$ cat src/hw/rtl/mme_pkg.sv
// ----------------------------------------------------------------------------
// mme_pkg
// Shared types, constants and helpers of the multicast mask expander.
// ----------------------------------------------------------------------------
package mme_pkg;

	localparam int MAX_NODES = 64;
	localparam int MASK_W    = 64;
	localparam int COORD_W   = 6;
	localparam int SIZE_W    = 7;
	localparam int TAG_W     = 16;
	localparam int SXY_W     = 2 * SIZE_W;
	localparam int PROD_W    = SXY_W + SIZE_W;
	localparam int ADDR_W    = 4;

	localparam logic [1:0] REG_SIZE_X = 2'd0;
	localparam logic [1:0] REG_SIZE_Y = 2'd1;
	localparam logic [1:0] REG_SIZE_Z = 2'd2;

	localparam logic [SIZE_W-1:0] SIZE_RESET = SIZE_W'(4);
	localparam logic [SIZE_W-1:0] SIZE_MAX   = SIZE_W'(MAX_NODES);

	typedef struct packed {
		logic [SIZE_W-1:0] sx;
		logic [SIZE_W-1:0] sy;
		logic [SIZE_W-1:0] sz;
	} cfg_t;

	typedef struct packed {
		logic               is_mc;
		logic [MASK_W-1:0]  mask;
		logic [COORD_W-1:0] ux;
		logic [COORD_W-1:0] uy;
		logic [COORD_W-1:0] uz;
		logic [TAG_W-1:0]   tag;
	} entry_t;

	function automatic logic [SIZE_W-1:0] clamp_size(input logic [SIZE_W-1:0] v);
		logic [SIZE_W-1:0] r;
		if (v == '0) begin
			r = SIZE_W'(1);
		end else if (v > SIZE_MAX) begin
			r = SIZE_MAX;
		end else begin
			r = v;
		end
		return r;
	endfunction

endpackage

$ cat src/hw/rtl/multicast_mask_expander.sv
// ----------------------------------------------------------------------------
// multicast_mask_expander
// Replicates multicast messages into unicast copies, one per destination node.
// ----------------------------------------------------------------------------
// A message enters through a two-stage front end that trims the mask to the
// node count and drops multicast messages with no destination; a two-entry
// queue then feeds the replication engine, which scans one mask bit per
// cycle (stalling at a set bit while the previous copy is unpopped) and emits
// at most one copy per cycle. A multicast message holds the engine until
// its highest in-range set bit is scanned; a unicast one scans one bit. Copies
// leave in ascending node order, the final one flagged by last_copy. Sizes of
// zero count as one and sizes above 64 as 64; the node count is capped at 64.
module multicast_mask_expander (
	input  logic                         clk,
	input  logic                         arst_n,
	input  logic                         psel,
	input  logic                         penable,
	input  logic                         pwrite,
	input  logic [mme_pkg::ADDR_W-1:0]   paddr,
	input  logic [31:0]                  pwdata,
	output logic [31:0]                  prdata,
	output logic                         pready,
	input  logic                         push,
	output logic                         full,
	input  logic                         is_multicast,
	input  logic [mme_pkg::MASK_W-1:0]   dest_mask,
	input  logic [mme_pkg::COORD_W-1:0]  uni_x,
	input  logic [mme_pkg::COORD_W-1:0]  uni_y,
	input  logic [mme_pkg::COORD_W-1:0]  uni_z,
	input  logic [mme_pkg::TAG_W-1:0]    msg_tag,
	input  logic                         pop,
	output logic                         empty,
	output logic [mme_pkg::COORD_W-1:0]  dest_x,
	output logic [mme_pkg::COORD_W-1:0]  dest_y,
	output logic [mme_pkg::COORD_W-1:0]  dest_z,
	output logic [mme_pkg::TAG_W-1:0]    out_tag,
	output logic                         last_copy
);

	mme_pkg::cfg_t   cfg;
	mme_pkg::entry_t q_wr, q_rd;
	logic            q_push, q_full, q_pop, q_empty;

	mme_regs u_regs (
		.clk     (clk),
		.arst_n  (arst_n),
		.psel    (psel),
		.penable (penable),
		.pwrite  (pwrite),
		.paddr   (paddr),
		.pwdata  (pwdata),
		.prdata  (prdata),
		.pready  (pready),
		.cfg     (cfg)
	);

	mme_front u_front (
		.clk          (clk),
		.arst_n       (arst_n),
		.cfg          (cfg),
		.push         (push),
		.full         (full),
		.is_multicast (is_multicast),
		.dest_mask    (dest_mask),
		.uni_x        (uni_x),
		.uni_y        (uni_y),
		.uni_z        (uni_z),
		.msg_tag      (msg_tag),
		.q_push       (q_push),
		.q_full       (q_full),
		.q_wr         (q_wr)
	);

	mme_queue u_queue (
		.clk     (clk),
		.arst_n  (arst_n),
		.q_push  (q_push),
		.q_wr    (q_wr),
		.q_full  (q_full),
		.q_pop   (q_pop),
		.q_rd    (q_rd),
		.q_empty (q_empty)
	);

	mme_back u_back (
		.clk       (clk),
		.arst_n    (arst_n),
		.cfg       (cfg),
		.q_rd      (q_rd),
		.q_empty   (q_empty),
		.q_pop     (q_pop),
		.pop       (pop),
		.empty     (empty),
		.dest_x    (dest_x),
		.dest_y    (dest_y),
		.dest_z    (dest_z),
		.out_tag   (out_tag),
		.last_copy (last_copy)
	);

`ifndef NO_ASSERTIONS
	a_no_push_full: assert property (@(posedge clk) disable iff (!arst_n)
		q_push |-> !q_full) else $error("queue written while full");

	a_no_pop_empty: assert property (@(posedge clk) disable iff (!arst_n)
		q_pop |-> !q_empty) else $error("queue read while empty");

	a_mc_nonempty: assert property (@(posedge clk) disable iff (!arst_n)
		(q_push && q_wr.is_mc) |-> (q_wr.mask != '0))
		else $error("empty multicast mask queued");

	a_full_holds: assert property (@(posedge clk) disable iff (!arst_n)
		(full && q_full && !q_pop) |=> full)
		else $error("front stall released without queue space");
`endif

endmodule

$ cat src/hw/rtl/mme_regs.sv
// ----------------------------------------------------------------------------
// mme_regs
// APB register file holding the network dimensions.
// ----------------------------------------------------------------------------
module mme_regs (
	input  logic                        clk,
	input  logic                        arst_n,
	input  logic                        psel,
	input  logic                        penable,
	input  logic                        pwrite,
	input  logic [mme_pkg::ADDR_W-1:0]  paddr,
	input  logic [31:0]                 pwdata,
	output logic [31:0]                 prdata,
	output logic                        pready,
	output mme_pkg::cfg_t               cfg
);

	logic [mme_pkg::SIZE_W-1:0] size_x_q, size_y_q, size_z_q;
	logic [1:0]                 idx;
	logic                       wr;

	assign idx    = paddr[3:2];
	assign wr     = psel && penable && pwrite;
	assign pready = 1'b1;

	always_ff @(posedge clk or negedge arst_n) begin
		if (!arst_n) begin
			size_x_q <= mme_pkg::SIZE_RESET;
			size_y_q <= mme_pkg::SIZE_RESET;
			size_z_q <= mme_pkg::SIZE_RESET;
		end else if (wr) begin
			unique case (idx)
				mme_pkg::REG_SIZE_X: size_x_q <= pwdata[mme_pkg::SIZE_W-1:0];
				mme_pkg::REG_SIZE_Y: size_y_q <= pwdata[mme_pkg::SIZE_W-1:0];
				mme_pkg::REG_SIZE_Z: size_z_q <= pwdata[mme_pkg::SIZE_W-1:0];
				default: ;
			endcase
		end
	end

	always_comb begin
		unique case (idx)
			mme_pkg::REG_SIZE_X: prdata = 32'(size_x_q);
			mme_pkg::REG_SIZE_Y: prdata = 32'(size_y_q);
			mme_pkg::REG_SIZE_Z: prdata = 32'(size_z_q);
			default:             prdata = '0;
		endcase
	end

	assign cfg.sx = mme_pkg::clamp_size(size_x_q);
	assign cfg.sy = mme_pkg::clamp_size(size_y_q);
	assign cfg.sz = mme_pkg::clamp_size(size_z_q);

endmodule

$ cat src/hw/rtl/mme_front.sv
// ----------------------------------------------------------------------------
// mme_front
// Two-stage front end: computes the node count, trims the mask to it and
// drops multicast messages whose trimmed mask is empty.
// ----------------------------------------------------------------------------
module mme_front (
	input  logic                         clk,
	input  logic                         arst_n,
	input  mme_pkg::cfg_t                cfg,
	input  logic                         push,
	output logic                         full,
	input  logic                         is_multicast,
	input  logic [mme_pkg::MASK_W-1:0]   dest_mask,
	input  logic [mme_pkg::COORD_W-1:0]  uni_x,
	input  logic [mme_pkg::COORD_W-1:0]  uni_y,
	input  logic [mme_pkg::COORD_W-1:0]  uni_z,
	input  logic [mme_pkg::TAG_W-1:0]    msg_tag,
	output logic                         q_push,
	input  logic                         q_full,
	output mme_pkg::entry_t              q_wr
);

	logic                        valid_s1_q, valid_s2_q;
	mme_pkg::entry_t             ent_s1, ent_s2;
	logic [mme_pkg::SXY_W-1:0]   sxy_s1;
	logic [mme_pkg::SIZE_W-1:0]  nodes_s2;
	logic [mme_pkg::PROD_W-1:0]  prod;
	logic [mme_pkg::SIZE_W-1:0]  nodes;
	logic [mme_pkg::MASK_W-1:0]  eff_mask;
	logic                        drop, move_s1, move_s2, s2_free, accept;

	assign drop    = ent_s2.is_mc && (eff_mask == '0);
	assign move_s2 = valid_s2_q && (drop || !q_full);
	assign s2_free = !valid_s2_q || move_s2;
	assign move_s1 = valid_s1_q && s2_free;
	assign full    = valid_s1_q && !s2_free;
	assign accept  = push && !full;
	assign q_push  = valid_s2_q && !drop && !q_full;

	assign prod  = sxy_s1 * mme_pkg::PROD_W'(cfg.sz);
	assign nodes = (prod > mme_pkg::PROD_W'(mme_pkg::MAX_NODES)) ?
		mme_pkg::SIZE_MAX : prod[mme_pkg::SIZE_W-1:0];

	always_comb begin
		for (int j = 0; j < mme_pkg::MASK_W; j++) begin
			eff_mask[j] = ent_s2.mask[j] && (mme_pkg::SIZE_W'(j) < nodes_s2);
		end
	end

	always_ff @(posedge clk or negedge arst_n) begin
		if (!arst_n) begin
			valid_s1_q <= 1'b0;
			valid_s2_q <= 1'b0;
		end else begin
			valid_s1_q <= accept || (valid_s1_q && !move_s1);
			valid_s2_q <= move_s1 || (valid_s2_q && !move_s2);
		end
	end

	always_ff @(posedge clk) begin
		if (accept) begin
			ent_s1.is_mc <= is_multicast;
			ent_s1.mask  <= dest_mask;
			ent_s1.ux    <= uni_x;
			ent_s1.uy    <= uni_y;
			ent_s1.uz    <= uni_z;
			ent_s1.tag   <= msg_tag;
			sxy_s1       <= cfg.sx * cfg.sy;
		end
		if (move_s1) begin
			ent_s2   <= ent_s1;
			nodes_s2 <= nodes;
		end
	end

	always_comb begin
		q_wr      = ent_s2;
		q_wr.mask = eff_mask;
	end

endmodule

$ cat src/hw/rtl/mme_queue.sv
// ----------------------------------------------------------------------------
// mme_queue
// Two-entry queue between front end and replication engine.
// ----------------------------------------------------------------------------
module mme_queue (
	input  logic            clk,
	input  logic            arst_n,
	input  logic            q_push,
	input  mme_pkg::entry_t q_wr,
	output logic            q_full,
	input  logic            q_pop,
	output mme_pkg::entry_t q_rd,
	output logic            q_empty
);

	mme_pkg::entry_t ent_q [2];
	logic            wr_ptr_q, rd_ptr_q;
	logic [1:0]      count_q;

	assign q_full  = (count_q == 2'd2);
	assign q_empty = (count_q == 2'd0);
	assign q_rd    = ent_q[rd_ptr_q];

	always_ff @(posedge clk or negedge arst_n) begin
		if (!arst_n) begin
			wr_ptr_q <= 1'b0;
			rd_ptr_q <= 1'b0;
			count_q  <= 2'd0;
		end else begin
			if (q_push) begin
				wr_ptr_q <= !wr_ptr_q;
			end
			if (q_pop) begin
				rd_ptr_q <= !rd_ptr_q;
			end
			unique case ({q_push, q_pop})
				2'b10:   count_q <= count_q + 2'd1;
				2'b01:   count_q <= count_q - 2'd1;
				default: count_q <= count_q;
			endcase
		end
	end

	always_ff @(posedge clk) begin
		if (q_push) begin
			ent_q[wr_ptr_q] <= q_wr;
		end
	end

endmodule

$ cat src/hw/rtl/mme_back.sv
// ----------------------------------------------------------------------------
// mme_back
// Replication engine: walks the mask one node per cycle, tracking x/y/z, and
// places each copy in the output register; a set bit waits for it to be free.
// ----------------------------------------------------------------------------
module mme_back (
	input  logic                         clk,
	input  logic                         arst_n,
	input  mme_pkg::cfg_t                cfg,
	input  mme_pkg::entry_t              q_rd,
	input  logic                         q_empty,
	output logic                         q_pop,
	input  logic                         pop,
	output logic                         empty,
	output logic [mme_pkg::COORD_W-1:0]  dest_x,
	output logic [mme_pkg::COORD_W-1:0]  dest_y,
	output logic [mme_pkg::COORD_W-1:0]  dest_z,
	output logic [mme_pkg::TAG_W-1:0]    out_tag,
	output logic                         last_copy
);

	logic                        busy_q, out_valid_q;
	logic [mme_pkg::MASK_W-1:0]  mask_q;
	logic [mme_pkg::COORD_W-1:0] x_q, y_q, z_q;
	logic [mme_pkg::TAG_W-1:0]   tag_q;
	logic [mme_pkg::SIZE_W-1:0]  x_inc, y_inc;
	logic                        pop_ok, out_ready, step, emit, more;

	assign pop_ok    = pop && out_valid_q;
	assign out_ready = !out_valid_q || pop_ok;
	assign step      = busy_q && (!mask_q[0] || out_ready);
	assign emit      = busy_q && mask_q[0] && out_ready;
	assign more      = |mask_q[mme_pkg::MASK_W-1:1];
	assign q_pop     = !busy_q && !q_empty;
	assign empty     = !out_valid_q;

	assign x_inc = mme_pkg::SIZE_W'(x_q) + mme_pkg::SIZE_W'(1);
	assign y_inc = mme_pkg::SIZE_W'(y_q) + mme_pkg::SIZE_W'(1);

	always_ff @(posedge clk or negedge arst_n) begin
		if (!arst_n) begin
			busy_q      <= 1'b0;
			out_valid_q <= 1'b0;
		end else begin
			if (q_pop) begin
				busy_q <= 1'b1;
			end else if (step) begin
				busy_q <= more;
			end
			if (emit) begin
				out_valid_q <= 1'b1;
			end else if (pop_ok) begin
				out_valid_q <= 1'b0;
			end
		end
	end

	always_ff @(posedge clk) begin
		if (q_pop) begin
			// unicast walks a single set bit at its own coordinates
			mask_q <= q_rd.is_mc ? q_rd.mask : mme_pkg::MASK_W'(1);
			x_q    <= q_rd.is_mc ? '0 : q_rd.ux;
			y_q    <= q_rd.is_mc ? '0 : q_rd.uy;
			z_q    <= q_rd.is_mc ? '0 : q_rd.uz;
			tag_q  <= q_rd.tag;
		end else if (step) begin
			mask_q <= mask_q >> 1;
			if (x_inc == cfg.sx) begin
				x_q <= '0;
				if (y_inc == cfg.sy) begin
					y_q <= '0;
					z_q <= z_q + mme_pkg::COORD_W'(1);
				end else begin
					y_q <= y_inc[mme_pkg::COORD_W-1:0];
				end
			end else begin
				x_q <= x_inc[mme_pkg::COORD_W-1:0];
			end
		end
		if (emit) begin
			dest_x    <= x_q;
			dest_y    <= y_q;
			dest_z    <= z_q;
			out_tag   <= tag_q;
			last_copy <= !more;
		end
	end

endmodule

$ cat config.mk
export PLATFORM = sky130hd
export DESIGN_NAME = multicast_mask_expander
export DESIGN_NICKNAME = d
export VERILOG_FILES = /design/src/hw/rtl/mme_pkg.sv /design/src/hw/rtl/multicast_mask_expander.sv /design/src/hw/rtl/mme_regs.sv /design/src/hw/rtl/mme_front.sv /design/src/hw/rtl/mme_queue.sv /design/src/hw/rtl/mme_back.sv
export SDC_FILE = /design/constraint.sdc
export NUM_CORES = 1
export LEC_CHECK = 0
export ABC_CLOCK_PERIOD_IN_PS = 26300
export BUFFER_PORTS_ARGS = -buffer_cell sky130_fd_sc_hd__buf_2
export CELL_PAD_IN_SITES_DETAIL_PLACEMENT = 1
export CELL_PAD_IN_SITES_GLOBAL_PLACEMENT = 1
export CORE_ASPECT_RATIO = 1.25
export CORE_MARGIN = 10
export CORE_UTILIZATION = 45
export CTS_BUF_LIST = sky130_fd_sc_hd__clkbuf_4
export CTS_CLUSTER_DIAMETER = 100
export DETAILED_ROUTE_END_ITERATION = 8
export PLACE_DENSITY_LB_ADDON = 0.1
export REMOVE_ABC_BUFFERS = 1
export SLEW_MARGIN = 20
export SYNTH_ARGS = -nofsm -noshare
export SYNTH_HDL_FRONTEND = slang
export SYNTH_SLANG_ARGS = --single-unit
$ cat constraint.sdc
create_clock -name clk -period 26.3 [get_ports clk]
set_clock_uncertainty 0.05 [all_clocks]
set_input_delay 7.89 -clock clk [delete_from_list [all_inputs] [get_ports clk]]
set_output_delay 7.89 -clock clk [all_outputs]
set_load 0.1 [all_outputs]
# Word level (Yosys, flattened, before mapping)
# Memory sizes are Yosys's and may differ from the RTL's.
# Cells that the tools add are included.
# totals
ff_bits,381
mem_bits_rw,198
output_inout_bits,70
wordCells,265
n_memories,1
# op_classes
add_sub_neg,5
n_mul,2
n_lt_le_gt_ge,68
n_eq_ne,7
n_mux,31
reduce_logical,117
# memory_table
memory,depth,width,rd,rd_ports_with_merged_regs,wr,line,text
u_queue.ent_q,2,99,1,0,1,mme_queue.sv:16,mme_pkg::entry_t ent_q [2];
# ops
cell,n
less-than comparator 6 x 7 -> 1 bit (first input constant),32
two-way mux 64 bit,3
less-than comparator 5 x 7 -> 1 bit (first input constant),16
two-way mux 6 bit,14
logical AND 1 bit,80
zero test 64 bit,1
OR reduction 63 bit,1
less-than comparator 4 x 7 -> 1 bit (first input constant),8
two-way mux 7 bit,6
less-than comparator 3 x 7 -> 1 bit (first input constant),4
greater-than comparator 21 x 7 -> 1 bit (second input constant),1
greater-than comparator 7 bit (second input constant),3
zero test 7 bit,3
multiplier 14 x 7 -> 21 bit,1
one-hot mux 7 bit (3 select lines),1
adder 6 x 1 -> 7 bit (second input constant),2
== test 7 bit,2
zero test 1 bit,14
less-than comparator 1 x 7 -> 1 bit (first input constant),2
less-than comparator 2 x 7 -> 1 bit (first input constant),2
multiplier 7 x 7 -> 14 bit,1
nonzero test 2 bit,5
AND reduction 2 bit,4
adder 6 x 1 -> 6 bit (second input constant),1
9 further kinds,23

# Logic depth before layout (Yosys ltp)
# Gate-level depths: netlist of run 1.
# logic_depth
depth_word,12
mapped_depth,21
mapped_depth_nobuf,19

# Cells and area by module
# Synthesis of run 1 repeated with hierarchy kept, for this count alone.
# unflattened
hier_cells,2010
area_unflattened_um2,28075.7
# by_module_without_submodules
mod,n_inst,cells_per_inst,area_each_um2,seq_area_each_um2
mme_front,1,1068,13018.7,6626.4
mme_queue,1,324,7827.5,6045.8
mme_back,1,489,5896.9,4043.9
mme_regs,1,129,1332.5,529.3

# Least setup slack after synthesis of run 1
# No wires, ideal clock.
# synth_path
kind,in2out
startpoint,input paddr[2] in the netlist's numbering
endpoint,output prdata[0]
arrival_ns,10.517
required_ns,18.360
slack_ns,7.843
stages,3
path_cell_list,clkbuf_1 -> mux2i_1 -> o21ai_0
# synth_between
elab_chain_len,2
word_cells_on_any_way,4
classes_between,eq/ne: 2; mux: 1; reduce/logical: 1
# synth_rtl
element,line,text
from (decl),multicast_mask_expander.sv:19,"input logic [mme_pkg::ADDR_W-1:0] paddr,"
"== test 2 bit, or another cell as far along",mme_regs.sv:42,unique case (idx)
one-hot mux 7 bit (3 select lines) (*),mme_regs.sv:42,
to (decl),multicast_mask_expander.sv:21,"output logic [31:0] prdata,"
# Mark *: on every way between the ends. The rest lies on a longest branch, timed or not.

# Worst setup path after layout of run 1
# layout_path
startpoint,input paddr[3] in the netlist's numbering
endpoint,output prdata[0]
# Same word-level chain as after synthesis.

==> results by stage, run 1 <==
Synthesis:
- The number of distinct library cells after synthesis is 77.
- After synthesis the netlist holds a flip-flop and latch count of 579.
- The cell area that synthesis handed to floorplanning was 0.0267 mm².
- In this run, synthesis inferred 550 flip-flops with an integrated enable.
- The primary flip-flop cell chosen by synthesis mapping is sky130_fd_sc_hd__edfxtp_1.
- The complex-gate fraction of the synthesized area came to 0.0632.
- The proportion of synthesized flip-flops having asynchronous set or reset is 0.0501.
- The synthesized-area fraction occupied by adder cells is 0.0974.
- The leading area contributor after synthesis is sky130_fd_sc_hd__edfxtp_1.
- The synthesized instance count is 1883.
- For this run, the number of Yosys warnings is 0.
- The share of synthesized cell area in and, or, nand and nor gates is 0.0925.
- For this run, the register share of the synthesized area comes to 0.646.
- The XOR/XNOR share of the synthesized area is 0.0167.
- Each instance of the synthesized netlist takes up on average 14.2 µm².
- Ranked by total cell area, the synthesized netlist is headed by sky130_fd_sc_hd__edfxtp_1 62%, sky130_fd_sc_hd__fa_1 6.2%, sky130_fd_sc_hd__ha_1 3.5%.
- The share of synthesized area in the top cell type comes to 0.618.
- The multiplexer fraction of the synthesized cell area is 0.0502.
- After synthesis, the largest family of logic cells by area is adder cells.

Power:
- The switching share of power is 0.382.
- The clock network power share is 0.215.
- The maximum resistive drop on vdd is 0.0000802 V.
- The cell-internal power is 0.00218 W.
- In this run the power spent charging and discharging nets is 0.00135 W.
- The total power of the final layout is 0.00353 W.
- The ratio of total power to cell area is 117 mW/mm².
- The static leakage is 12.1 nW.
- The relative contribution of combinational cells to total power is 0.347.
- The share of total power dissipated in sequential elements is 0.438.

Die:
- The total core area is 0.0586 mm².
- For this configuration, the core starts out at a cell density of 0.456.
- In this run the horizontal extent of the chip is 238 µm.
- The overall die height is 292 µm.
- The number of placed I/O pins is 212.
- The die area is 0.0696 mm².
- The total number of placement rows is 99.

Placed design:
- The weighted congestion at the end of routability-driven global placement is 0.807.
- The estimated wirelength of the detail-placed design is 45900 µm.
- The number of buffers added on ports is 158.
- At the placement stage, the worst setup path has a slack of 8.89 ns.

Drt:
- The detailed route wirelength on metal2 is 33500 µm.
- After detailed routing, the average wire length per cell comes to 22.1 µm.
- The detail route stage leaves a number of antenna-violating nets equal to 0.
- The final layout contains routed wiring with a total length of 66400 µm.
- Signal routing reaches up to met5.
- The first detailed-routing pass ran for 5 iterations.
- The length of routed wiring on met1 is 28200 µm.
- The number of vias in the routed layout is 16100.
- The total DRC errors in the routed layout is 0.
- The average via count per standard cell is 5.37.
- The routed length on met3 is 3240 µm.
- The starting DRC count in detailed routing is 863.

Worst setup path:
- The maximum net fanout on the critical path is 11.
- The cell type of the slowest stage on the worst timing path is sky130_fd_sc_hd__nor2b_1.
- The critical path starts at paddr[3].
- By startpoint and endpoint, the worst setup path is classified as input port to output port.
- The most repeated library cell on the critical path is sky130_fd_sc_hd__buf_2.
- The signal on the critical path passes through buf_2 > nor2b_1 > nand2_1 > o21ai_0 > buf_2.
- On the critical path the largest part of the delay comes from buffers and inverters.
- The cell count along the critical path is 5.
- The largest single stage delay on the critical path is 0.53 ns.
- Setup slack on the worst reg-to-reg path comes out at 18.74 ns.
- Following the worst setup path forward leads to its endpoint at prdata[0].
- The cell depth of the worst flop-to-flop path is 17.
- The arrival time of the worst setup path is 9.44 ns.
- STA classifies the critical path endpoint as an output port.
- The capturing point of the worst reg2reg path is u_front.nodes_s2[6]$_SDFFCE_PN1P_.
- In this run the critical register-to-register path is launched from u_regs.size_z_q[6]$_DFFE_PN0P_.
- For the worst setup path, the data required time is 18.36 ns.
- The worst setup path is launched from an input port.
- The critical path contains buffers and inverters numbering 2 combined.

Run status:
- The flow ran to the end, and the final reports show no timing, DRC or antenna violations.

Clocking:
- In this run, post-CTS repair resized a total of 0 instances.
- The clock latency reported for the late side of the worst-skew pair is 0.96 ns.
- TritonCTS built the clock tree.
- The clock passes through at most 3 buffers.
- For this design, the CTS-stage hold fixing added 0 buffers.
- TritonCTS created 147 clock buffers.
- Clock-pin slew was measured on the worst setup and hold paths at 0.06 ns.
- Clock tree synthesis selected as its root buffer the cell sky130_fd_sc_hd__clkbuf_4.
- The number of H-tree branching levels is 4.
- The post-CTS repair timing setup buffer count is 0.
- The clock net in this run drives a total of 579 sinks.

Global route:
- For this run the aggregate overflow at the end of global routing stands at 0.
- Entering global routing, the biggest net connects 75 pins.
- In the global route stage, overall resource usage came out at 0.193.
- The first global-routing pass estimated 103000 µm of wire.
- The via count of the first global-routing pass is 18000.
- The number of antenna violations at the first check in global routing is 8.

Final layout:
- The proportion of layout cells with a drive suffix above 1 is 0.212.
- The count of nets after finishing is 2435.
- Leaving out fill and tap cells, the most frequent cell in the layout is sky130_fd_sc_hd__edfxtp_1.
- The growth of design area from synthesis to finish is 12.9%.
- The top cell types in the final layout, fill and taps aside, are 550 x sky130_fd_sc_hd__edfxtp_1, 211 x sky130_fd_sc_hd__clkbuf_4, 179 x sky130_fd_sc_hd__nand2_1.

Timing:
- Setup repair after global routing left no endpoint under its margin.
- Across all setup checks in the final design, the least slack found is 8.92 ns.
- The maximum clock frequency is 0.0575 GHz.
- Dividing the final minimum period by the clock period gives 0.661.
- The final hold violation count is 0.
- At the pin with the least slew margin, the transition time is 1.10 ns.
- The final count of negative-setup-slack endpoints is 0.
- The final-layout setup total negative slack is 0 ns.
- The max-slew violation count is 0.
- The clock period minus worst slack is 17.38 ns.
- The worst-case headroom to the max-slew limit is 0.270.

Job:
- The count of maximum capacitance violations is 0.

Worst hold path:
- The kind of path behind the tightest hold check is register to register.
## power by group through the flow
stage,sequential (W),combinational (W),clock [W]
final,0.00155,0.00123,0.000759
after global routing,0.00157,0.00138,0.000837
after CTS,0.00155,0.00125,0.000788
after detailed placement,0.00157,0.00124,0
after global placement,0.00155,0.00120,0
after floorplan,0.00166,0.000802,0
## flip-flops by register name, summed over array words and instances, names as in the netlist, 7 cells and up
name,flops
u_queue.ent_q,198
u_front.ent_s2,64
u_regs.size_z_q,7
u_regs.size_y_q,7
u_back.out_tag,16
u_back.tag_q,16
u_front.q_wr,35
u_front.nodes_s2,7
u_front.ent_s1,99
u_regs.size_x_q,7
u_back.mask_q,64
u_front.sxy_s1,14
## worst register-to-register path, stage by stage (launching register included)
cell and delay, ns:
sky130_fd_sc_hd__dfrtp_1 0.75, sky130_fd_sc_hd__nor2b_1 1.01, sky130_fd_sc_hd__nand2_1 0.19, sky130_fd_sc_hd__fa_1 0.55
sky130_fd_sc_hd__inv_1 0.06, sky130_fd_sc_hd__fa_1 0.50, sky130_fd_sc_hd__fa_1 0.54, sky130_fd_sc_hd__inv_1 0.05
sky130_fd_sc_hd__fa_1 0.54, sky130_fd_sc_hd__inv_1 0.04, sky130_fd_sc_hd__ha_1 0.35, sky130_fd_sc_hd__and3_1 0.21
sky130_fd_sc_hd__a22o_1 0.22, sky130_fd_sc_hd__o31ai_1 0.65, sky130_fd_sc_hd__mux2i_1 0.28, sky130_fd_sc_hd__nand4_1 0.11
sky130_fd_sc_hd__or4_1 0.65, sky130_fd_sc_hd__or4b_1 0.56
## per-layer routing
metal | vias up | GRT usage
met2 | 385 | 0.328
li1 | 7414 | -
met1 | 8179 | 0.234
met5 | - | 0
met3 | 131 | 0.0480
met4 | 10 | 0.0665
## per-stage QoR
| stage | hold WS [ns] | area [µm²] | utilization | cells |
|---|---|---|---|---|
| floorplan | 0.350 | 26300 | - | 1807 |
| finish | 0.336 | 30200 | 0.515 | 3004 |
| CTS | 0.342 | 30100 | 0.514 | 3001 |
| global route | 0.368 | 30200 | 0.515 | 3004 |
| global placement | 0.352 | 28300 | 0.482 | 2743 |
| detailed placement | 0.355 | 28300 | 0.482 | 2743 |
## area by class of cell
type                       instances  area, µm²
fill                            5917      28400
tap                              757        947
antenna                            3       7.51
inverter                         109        409
clock inverter                    47        282
sequential                       579      17200
timing repair buffer             179        956
clock buffer                     211       1580
multi-input combinational       1119       8720
## how the worst min path moves through the flow
stage | slack [ns] | cells past startpoint | from | endpoint
finish | 0.34 | 0 | u_front.ent_s1[68]$_DFFE_PP_ | u_front.ent_s2[68]$_DFFE_PP_
global route | 0.37 | 0 | u_front.ent_s1[91]$_DFFE_PP_ | u_front.ent_s2[91]$_DFFE_PP_
CTS | 0.34 | 0 | u_front.ent_s1[68]$_DFFE_PP_ | u_front.ent_s2[68]$_DFFE_PP_
detailed placement | 0.36 | 0 | u_front.ent_s1[2]$_DFFE_PP_ | u_front.q_wr[2]$_DFFE_PP_
global placement | 0.35 | 0 | u_front.ent_s1[22]$_DFFE_PP_ | u_front.q_wr[22]$_DFFE_PP_
floorplan | 0.35 | 0 | u_back.tag_q[0]$_DFFE_PP_ | u_back.out_tag[0]$_DFFE_PP_
## synth_stat cells (all sizes together), types with 6 or more instances
library cell and count:
clkbuf 64, nand2 180, a21boi 13, o21ai 97, a21o 15, nor3 13
dfrtp 26, mux2i 90, nor2b 29, o211ai 6, o22ai 19, buf 36
xor2 26, ha 75, fa 83, nand4 12, o21a 14, a21oi 57
o21bai 7, and2 87, xnor2 25, nor2 55, and4 6, nor4 32
inv 108, mux2 39, or2 10, edfxtp 550, nand3 19, and3 13
## cells by family after synthesis
logic type | count (synthesis)
multiplexers | 129
AO/OA/AOI/OAI | 272
flip-flops | 579
buffers and inverters | 209
AND/OR/NAND/NOR | 483
adder cells (fa/ha/maj) | 158
other | 2
XOR/XNOR | 51
No activity file was read; power rests on OpenSTA's default activity.
==> inputs of run 2 (changes only) <==
ABC_CLOCK_PERIOD_IN_PS = 17900   (was 26300)
clock period = 17.9 ns   (was 26.3 ns; I/O delays follow)
==> run 2 against run 1 <==
Net effect: setup slack worse by 3.4 ns; via count grew 0.51%; final cell count about the same; critical endpoint unchanged; largest cell class unchanged; largest power group unchanged.
==> results by stage, run 2 (synthesized netlist as in run 1, its figures left out) <==
Timing:
- The final count of negative-setup-slack endpoints is 0.
- The max-slew violation count is 0.
- Setup repair after global routing left no endpoint under its margin.
- In this run the tightest slew margin relative to its limit is 0.190.
- For this run, the top clock speed supported by timing is 0.0806 GHz.
- Dividing the final minimum period by the clock period gives 0.693.
- Hold is met by 0.357 ns.
- After routing, the total negative slack on setup checks comes to 0 ns.
- The transition at the pin with the smallest max-transition slack is 1.21 ns.
- The final hold violation count is 0.
- The worst path in the final design needs a cycle of 12.41 ns, including I/O delays and setup.

Global route:
- Entering global routing, the biggest net connects 80 pins.
- The number of antenna violations at the first check in global routing is 10.
- The global-route congestion overflow total is 0.
- The first global-routing pass estimated 103000 µm of wire.
- The global routing usage summed across all routing layers is 0.193.
- The via count of the first global-routing pass came to 17900.

Die:
- The total number of placement rows is 99.
- The total area inside the core boundary comes to 0.0586 mm².
- The initial utilization of the core area, before any placement, comes to 0.456.
- For this design the top-level I/O count stands at 212.
- The floorplan die width is 238 µm.
- The overall die height is 292 µm.
- The die area is 0.0696 mm².

Worst setup path:
- The cell depth of the worst flop-to-flop path is 17.
- The endpoint identified for the worst register-to-register timing path is u_front.nodes_s2[6]$_SDFFCE_PN1P_.
- The arrival time of the worst setup path is 6.99 ns.
- The end point of the critical path is prdata[0].
- The start-to-end type of the worst setup path is input port to output port.
- The reg-to-reg setup timing slack is 10.35 ns.
- The required arrival time at the worst endpoint is 12.48 ns.
- The maximum net fanout on the critical path is 11.
- The most repeated library cell on the critical path is sky130_fd_sc_hd__buf_2.
- The critical path starts at paddr[2].
- STA classifies the critical path startpoint as an input port.
- The cell count along the critical path is 5.
- The cell type of the slowest stage on the worst timing path is sky130_fd_sc_hd__nor2b_1.
- The cell family with the largest share of critical-path delay is buffers and inverters.
- Together, buffers and inverters on the worst path number 2.
- The worst register-to-register path begins at u_regs.size_z_q[6]$_DFFE_PN0P_.
- The largest stage delay on the critical path is 0.58 ns.
- STA classifies the critical path endpoint as an output port.
- The signal on the critical path passes through buf_2 > nor2b_1 > nand2_1 > o21ai_0 > buf_2.

Clocking:
- In this run, CTS created clock tree buffers numbering 148.
- Buffers inserted to repair hold after CTS numbered 0.
- The TritonCTS clock tree is yes.
- After clock tree synthesis, the clock-pin slew on the worst setup and hold paths is 0.07 ns.
- The post-CTS repair timing setup buffer count is 0.
- The H-tree generated during clock tree synthesis spans 4 levels.
- The number of sinks handled by clock tree synthesis is 579.
- The clock root buffer is sky130_fd_sc_hd__clkbuf_4.
- In this run the deepest clock path goes through 3 buffers.
- The quantity of gates resized following cts is 0.
- At the later pin of the worst-skew pair, clock insertion delay measures 0.97 ns.

Drt:
- The routed wire length is 66700 µm.
- After detailed routing, the average wire length per cell comes to 22.2 µm.
- After detailed routing, the number of vias per cell comes to 5.39.
- In the routed design, unresolved DRC markers number 0.
- The number of iterations in the first detailed-routing pass is 5.
- The final antenna-violating net count is 0.
- In this run, the number of DRC markers left after iteration 0 of detailed routing was 976.
- The number of vias in the routed layout is 16200.

Power:
- In this run the power density over the cells is 172 mW/mm².
- The design draws 0.00521 W.
- Across the VDD grid, the largest voltage drop is 0.0000954 V.
- For this design the static power due to leakage is 12.1 nW.

Final layout:
- In the layout the commonest cells are 550 x sky130_fd_sc_hd__edfxtp_1, 206 x sky130_fd_sc_hd__clkbuf_4, 179 x sky130_fd_sc_hd__nand2_1.
- The largest registers in the layout are u_queue.ent_q: 198 flops, u_front.ent_s1: 99 flops.
- Summing all flip-flop and latch instances after layout gives 0.0172 mm².
- For this run, the post-layout net count is 2438.
- The register name with the most flops is u_queue.ent_q.
- Of the cells placed in the final design, the portion with a size suffix greater than 1 is 0.209.
- The area used by multi-input combinational logic is 0.00872 mm².
- The layout has 5908 filler cells.
- The library cell used most frequently in the layout, excluding fill and tap cells, is sky130_fd_sc_hd__edfxtp_1.
- The non-filler instance count after layout is 3007.
- Relative to the synthesized area, the layout overhead comes to 13.1%.
- The number of flip-flops in the largest register is 198.

Placed design:
- The estimated wirelength of the detail-placed design is 46000 µm.
- The congestion estimate from routability-driven global placement came to 0.812.
- During placement, the flow inserted port buffers numbering 158.
- Counting tap cells, the placed design contains a total of 2745 instances.

Worst hold path:
- The kind of path behind the tightest hold check is register to register.
- The worst hold path begins at u_front.ent_s1[25]$_DFFE_PP_.
- The depth of the worst hold-timing path is 0.

Run status:
- The run finished with clean final reports.

Job:
- Across the run, the number of max-cap violations was 0.
==> run 2: cell type report <==
| cell class | count | share of cell area |
|---|---|---|
| well taps | 757 | 0.0314 |
| repair buffers | 181 | 0.0333 |
| inverters | 109 | 0.0135 |
| clock buffers | 206 | 0.0512 |
| multi-input cells | 1119 | 0.289 |
| diodes | 2 | 0.000166 |
| clock inverters | 54 | 0.0107 |
| flip-flops and latches | 579 | 0.571 |
==> run 2: power breakdown <==
part           internal (W)  switching (W)  total (W)
clock              0.000580       0.000544    0.00112
sequential          0.00204       0.000220    0.00226
combinational      0.000606        0.00122    0.00183
==> run 2: through the flow <==
step,utilization,setup WS [ns],cell area [µm²]
2_1_floorplan,-,4.89,26300
3_3_place_gp,0.482,5.45,28300
3_5_place_dp,0.483,5.44,28300
4_1_cts,0.515,5.43,30200
5_1_grt,0.516,5.36,30200
6_report,0.516,5.49,30200
==> run 2: per-layer routing <==
layer | GRT usage | up-vias | wire length [µm]
met2 | 0.326 | 426 | 33500
met3 | 0.0506 | 132 | 3640
met4 | 0.0734 | 10 | 1750
li1 | - | 7421 | -
met1 | 0.233 | 8213 | 27700
met5 | 0 | - | 67
==> run 2: how the worst min path moves through the flow <==
stage                     slack (ns)                      endpoint
after floorplan                 0.35   u_back.out_tag[0]$_DFFE_PP_
after global placement          0.35    u_front.q_wr[16]$_DFFE_PP_
after detailed placement        0.36  u_back.out_tag[12]$_DFFE_PP_
after CTS                       0.36    u_front.q_wr[25]$_DFFE_PP_
after global routing            0.35  u_front.ent_s2[48]$_DFFE_PP_
final                           0.36    u_front.q_wr[25]$_DFFE_PP_
==> run 2: worst reg2reg max path: cells and delay by family, from the launching register on <==
| family | cells | cell delay (ns) |
|---|---|---|
| fa+ha+maj | 5 | 2.49 |
| flops | 1 | 0.72 |
| compound gates | 2 | 0.80 |
| buf+inv | 3 | 0.16 |
| simple gates | 6 | 2.74 |
| mux | 1 | 0.30 |
==> inputs of run 3 (changes only) <==
ABC_AREA = 1   (was unset)
ABC_CLOCK_PERIOD_IN_PS = 10000   (was 17900)
clock period = 10 ns   (was 17.9 ns; I/O delays follow)
==> run 3 against run 2 <==
Net effect: total power up 70%; design area up 0.70%; sequential cell count unchanged; non-clock buffer count down 10; utilization down 0.37 points; combinational power up 58%; hold slack worse by 0.0073 ns; routed wire length up 3.1%; clock power up 81%; die area up 0.76%; sequential power up 74%; highest routed layer unchanged.
==> results by stage, run 3 <==
Global route:
- Entering global routing, the biggest net connects 78 pins.
- The number of antenna violations at the first check in global routing came to 5.
- The first-pass GRT wire length is 108000 µm.
- The via count of the first global-routing pass is 19700.
- The global routing usage summed across all routing layers is 0.201.
- The global-route congestion overflow total is 0.

Timing:
- Setup repair after global routing left no endpoint under its margin.
- The portion of the clock cycle consumed by the worst path in the final layout is 0.740.
- The final count of negative-setup-slack endpoints is 0.
- The max-slew violation count is 0.
- The worst hold slack after final layout is 0.349 ns.
- At the pin with the least slew margin, the transition time is 0.926 ns.
- For the final routed database, the setup TNS stands at 0 ns.
- The maximum clock frequency is 0.135 GHz.
- Headroom to the max-slew limit came out at 0.382.
- The final hold violation count is 0.
- The clock period minus worst slack is 7.40 ns.

Synthesis:
- In this run the cell area of the synthesized design comes to 0.0269 mm².
- The number of enable-type register cells in the synthesized netlist is 550.
- Among all flip-flop cells after synthesis, the most frequent one is sky130_fd_sc_hd__edfxtp_1.
- The commonest cells after synthesis are 550 x sky130_fd_sc_hd__edfxtp_1, 501 x sky130_fd_sc_hd__nand2_1, 333 x sky130_fd_sc_hd__inv_1, 259 x sky130_fd_sc_hd__nor2_1, 87 x sky130_fd_sc_hd__o21ai_0.
- The most frequent cell after synthesis is sky130_fd_sc_hd__edfxtp_1.
- Yosys printed 0 warnings.
- The number of distinct library cells after synthesis is 49.
- The leading area contributor after synthesis is sky130_fd_sc_hd__edfxtp_1.
- The synthesized instance count is 2311.
- By area the synthesized netlist is led by sky130_fd_sc_hd__edfxtp_1 61%, sky130_fd_sc_hd__nand2_1 7.0%, sky130_fd_sc_hd__fa_1 6.2%.
- Of all flip-flops after synthesis, the portion carrying an async set or reset was 0.0501.
- For this run, the register share of the synthesized area comes to 0.640.
- Of the post-synthesis cell area, the dominant cell type holds 0.613.
- The post-synthesis average cell area is 11.7 µm².
- The synthesized design contains 579 register bits.

Final layout:
- The proportion of layout cells with a drive suffix above 1 is 0.159.
- The count of nets after finishing is 2880.
- Counting flops per register, the top entry is u_queue.ent_q.
- The growth of design area from synthesis to finish is 13.0%.
- Fill cells in the final layout number 6411.
- The library cells used most frequently in the layout, excluding fill and tap cells, are 550 x sky130_fd_sc_hd__edfxtp_1, 500 x sky130_fd_sc_hd__nand2_1, 330 x sky130_fd_sc_hd__inv_1.
- In the final layout, the multi-input gates occupy 0.00813 mm².
- Leaving out filler cells and counting taps, the final layout contains 3458.
- The combined flip-flop and latch cell area is 0.0172 mm².
- In the final layout, the registers with the most flip-flops are u_queue.ent_q: 198 flops, u_front.ent_s1: 99 flops.
- The library cell used most frequently in the layout, excluding fill and tap cells, is sky130_fd_sc_hd__edfxtp_1.
- The number of flip-flops in the largest register is 198.

Clocking:
- After clock tree synthesis, the clock-pin slew on the worst setup and hold paths is 0.06 ns.
- The clock latency reported for the late side of the worst-skew pair is 0.97 ns.
- The clock drives 579 sinks.
- After clock tree synthesis, the repair step resized 0 gates.
- The tree is rooted in a sky130_fd_sc_hd__clkbuf_4.
- The number of hold buffers added after CTS is 0.
- The clock passes through at most 3 buffers.
- The clock buffer count from CTS is 147.
- The number of H-tree branching levels is 4.
- Buffers added to address setup during post-CTS repair amount to 0.
- TritonCTS built the clock tree.

Placed design:
- Detailed placement ended at an HPWL of 49200 µm.
- The weighted congestion at the end of routability-driven global placement is 0.864.
- The number of placed instances with taps included is 3196.
- The number of buffers added on ports is 158.

Worst setup path:
- Walking the worst path, the cells encountered are nor2_4 > nand2_1 > o21ai_0 > nand3_1 > nor2_1 > nand2_1 > nor2_1 > nand2_1 > nand4_1 > inv_1 > buf_2.
- The most repeated library cell on the critical path is sky130_fd_sc_hd__nand2_1.
- STA puts the critical path data arrival time at 4.35 ns.
- At the worst endpoint, the required time is 6.95 ns.
- Among cell families on the critical path, the largest total delay comes from simple AND/OR/NAND/NOR gates.
- The largest stage delay on the critical path is 0.68 ns.
- The cell type of the slowest stage on the worst timing path is sky130_fd_sc_hd__nor2_4.
- The endpoint class of the critical path is an output port.
- The buffers plus inverters on the worst setup path is 2.
- The startpoint type of the worst setup path is a register.
- The worst setup path is of the register to output port kind.
- The maximum net fanout on the critical path is 32.

Job:
- The count of maximum capacitance violations is 0.

Power:
- The static leakage is 13.3 nW.
- The design draws 0.00886 W.
- In this run the power density over the cells is 291 mW/mm².
- IR analysis of the VDD net gives a maximum drop of 0.000122 V.

Drt:
- Using the TritonRoute via totals, the vias-per-cell ratio works out to 5.07.
- The starting DRC count in detailed routing is 1012.
- The routed wire length is 68800 µm.
- The average wire per standard cell is 19.9 µm.
- The total DRC errors in the routed layout is 0.
- The number of vias in the routed layout is 17500.
- The first detailed-routing pass took 5 iterations.
- The detail route stage leaves a number of antenna-violating nets equal to 0.

Die:
- The initial core utilization is 0.453.
- The total core area is 0.0594 mm².
- 212 I/O pins were placed.
- The floorplan die width is 239 µm.
- The floorplan has 100 rows.
- The die area is 0.0701 mm².
- The die is 293 µm tall.

Run status:
- The run finished with clean final reports.

Worst hold path:
- In this run the worst hold path is classified as register to register.
run 3: cell types whose count changed after synthesis, sizes merged, moves of 29 or more:
cell   change
nand2    +322
mux2      -39
nor2b     -29
inv      +232
nand3     +59
nor2     +211
mux2i     -61
o32ai     +33
and2      -85
run 3: cell type report:
type | instances | share of cell area
sequential | 579 | 0.567
multi-input combinational | 1340 | 0.267
clock buffer | 209 | 0.0516
inverter | 341 | 0.0423
tap | 765 | 0.0315
timing repair buffer | 171 | 0.0293
clock inverter | 45 | 0.0104
antenna | 8 | 0.000658
run 3: final timing paths:
kind                                                    from                                end  slack, ns  cells past startpoint
max in group asynchronous                             arst_n       u_queue.rd_ptr_q$_DFFE_PN0P_       7.22                      1
min                             u_front.ent_s1[57]$_DFFE_PP_       u_front.ent_s2[57]$_DFFE_PP_       0.35                      0
max                        u_front.nodes_s2[6]$_SDFFCE_PN1P_                               full       2.60                     11
min in group asynchronous                             arst_n     u_regs.size_z_q[5]$_DFFE_PN0P_       2.06                      1
max reg2reg                   u_regs.size_z_q[6]$_DFFE_PN0P_  u_front.nodes_s2[5]$_SDFFCE_PN0P_       3.56                     24
min reg2reg                     u_front.ent_s1[57]$_DFFE_PP_       u_front.ent_s2[57]$_DFFE_PP_       0.35                      0
run 3: per-stage QoR:
stage / area, µm² / util / setup slack [ns]
2_1_floorplan: 26600 / - / 2.07
3_3_place_gp: 28500 / 0.480 / 2.75
3_5_place_dp: 28500 / 0.480 / 2.73
4_1_cts: 30400 / 0.511 / 2.40
5_1_grt: 30400 / 0.512 / 2.18
6_report: 30400 / 0.512 / 2.60
run 3: logic make-up (layout without fill, tap and decap cells):
logic type               Yosys count  after routing  share of synthesized area
adder cells (fa/ha/maj)          158            158                     0.0966
other                              2             34                   0.000279
AND/OR/NAND/NOR                  904            904                      0.136
buffers and inverters            416            766                     0.0620
multiplexers                      29             29                     0.0108
XOR/XNOR                          32             32                     0.0104
flip-flops                       579            579                      0.640
AO/OA/AOI/OAI                    191            191                     0.0433
run 3: report_power, final:
| group | leakage [nW] | total, W | internal (W) | switching [W] |
|---|---|---|---|---|
| clock | 1.10 | 0.00203 | 0.00107 | 0.000963 |
| combinational | 6.52 | 0.00289 | 0.000786 | 0.00210 |
| sequential | 5.65 | 0.00393 | 0.00362 | 0.000312 |
run 3: worst register-to-register path, cell delays in order, from the launching register on:
cell and delay [ns]:
sky130_fd_sc_hd__dfrtp_1 0.64, sky130_fd_sc_hd__nand2_1 0.29, sky130_fd_sc_hd__inv_1 0.13, sky130_fd_sc_hd__nor2_1 0.51
sky130_fd_sc_hd__inv_1 0.34, sky130_fd_sc_hd__nor2_1 0.20, sky130_fd_sc_hd__fa_1 0.47, sky130_fd_sc_hd__fa_1 0.53
sky130_fd_sc_hd__fa_1 0.56, sky130_fd_sc_hd__inv_1 0.06, sky130_fd_sc_hd__fa_1 0.53, sky130_fd_sc_hd__inv_1 0.04
sky130_fd_sc_hd__ha_1 0.40, sky130_fd_sc_hd__nand2_1 0.14, sky130_fd_sc_hd__nor2_1 0.14, sky130_fd_sc_hd__inv_1 0.08
sky130_fd_sc_hd__nor3_1 0.13, sky130_fd_sc_hd__nand2_1 0.10, sky130_fd_sc_hd__nand2_1 0.07, sky130_fd_sc_hd__nand2_1 0.04
sky130_fd_sc_hd__nand2_1 0.07, sky130_fd_sc_hd__nand2_1 0.05, sky130_fd_sc_hd__nor2_1 0.08, sky130_fd_sc_hd__nand4_1 0.29
sky130_fd_sc_hd__nor3_1 0.32
run 3: per-layer routing:
metal	GRT usage	share of wire
met1	0.223	0.39
met4	0.0731	0.027
met3	0.0475	0.043
met5	0	0.00052
met2	0.367	0.54
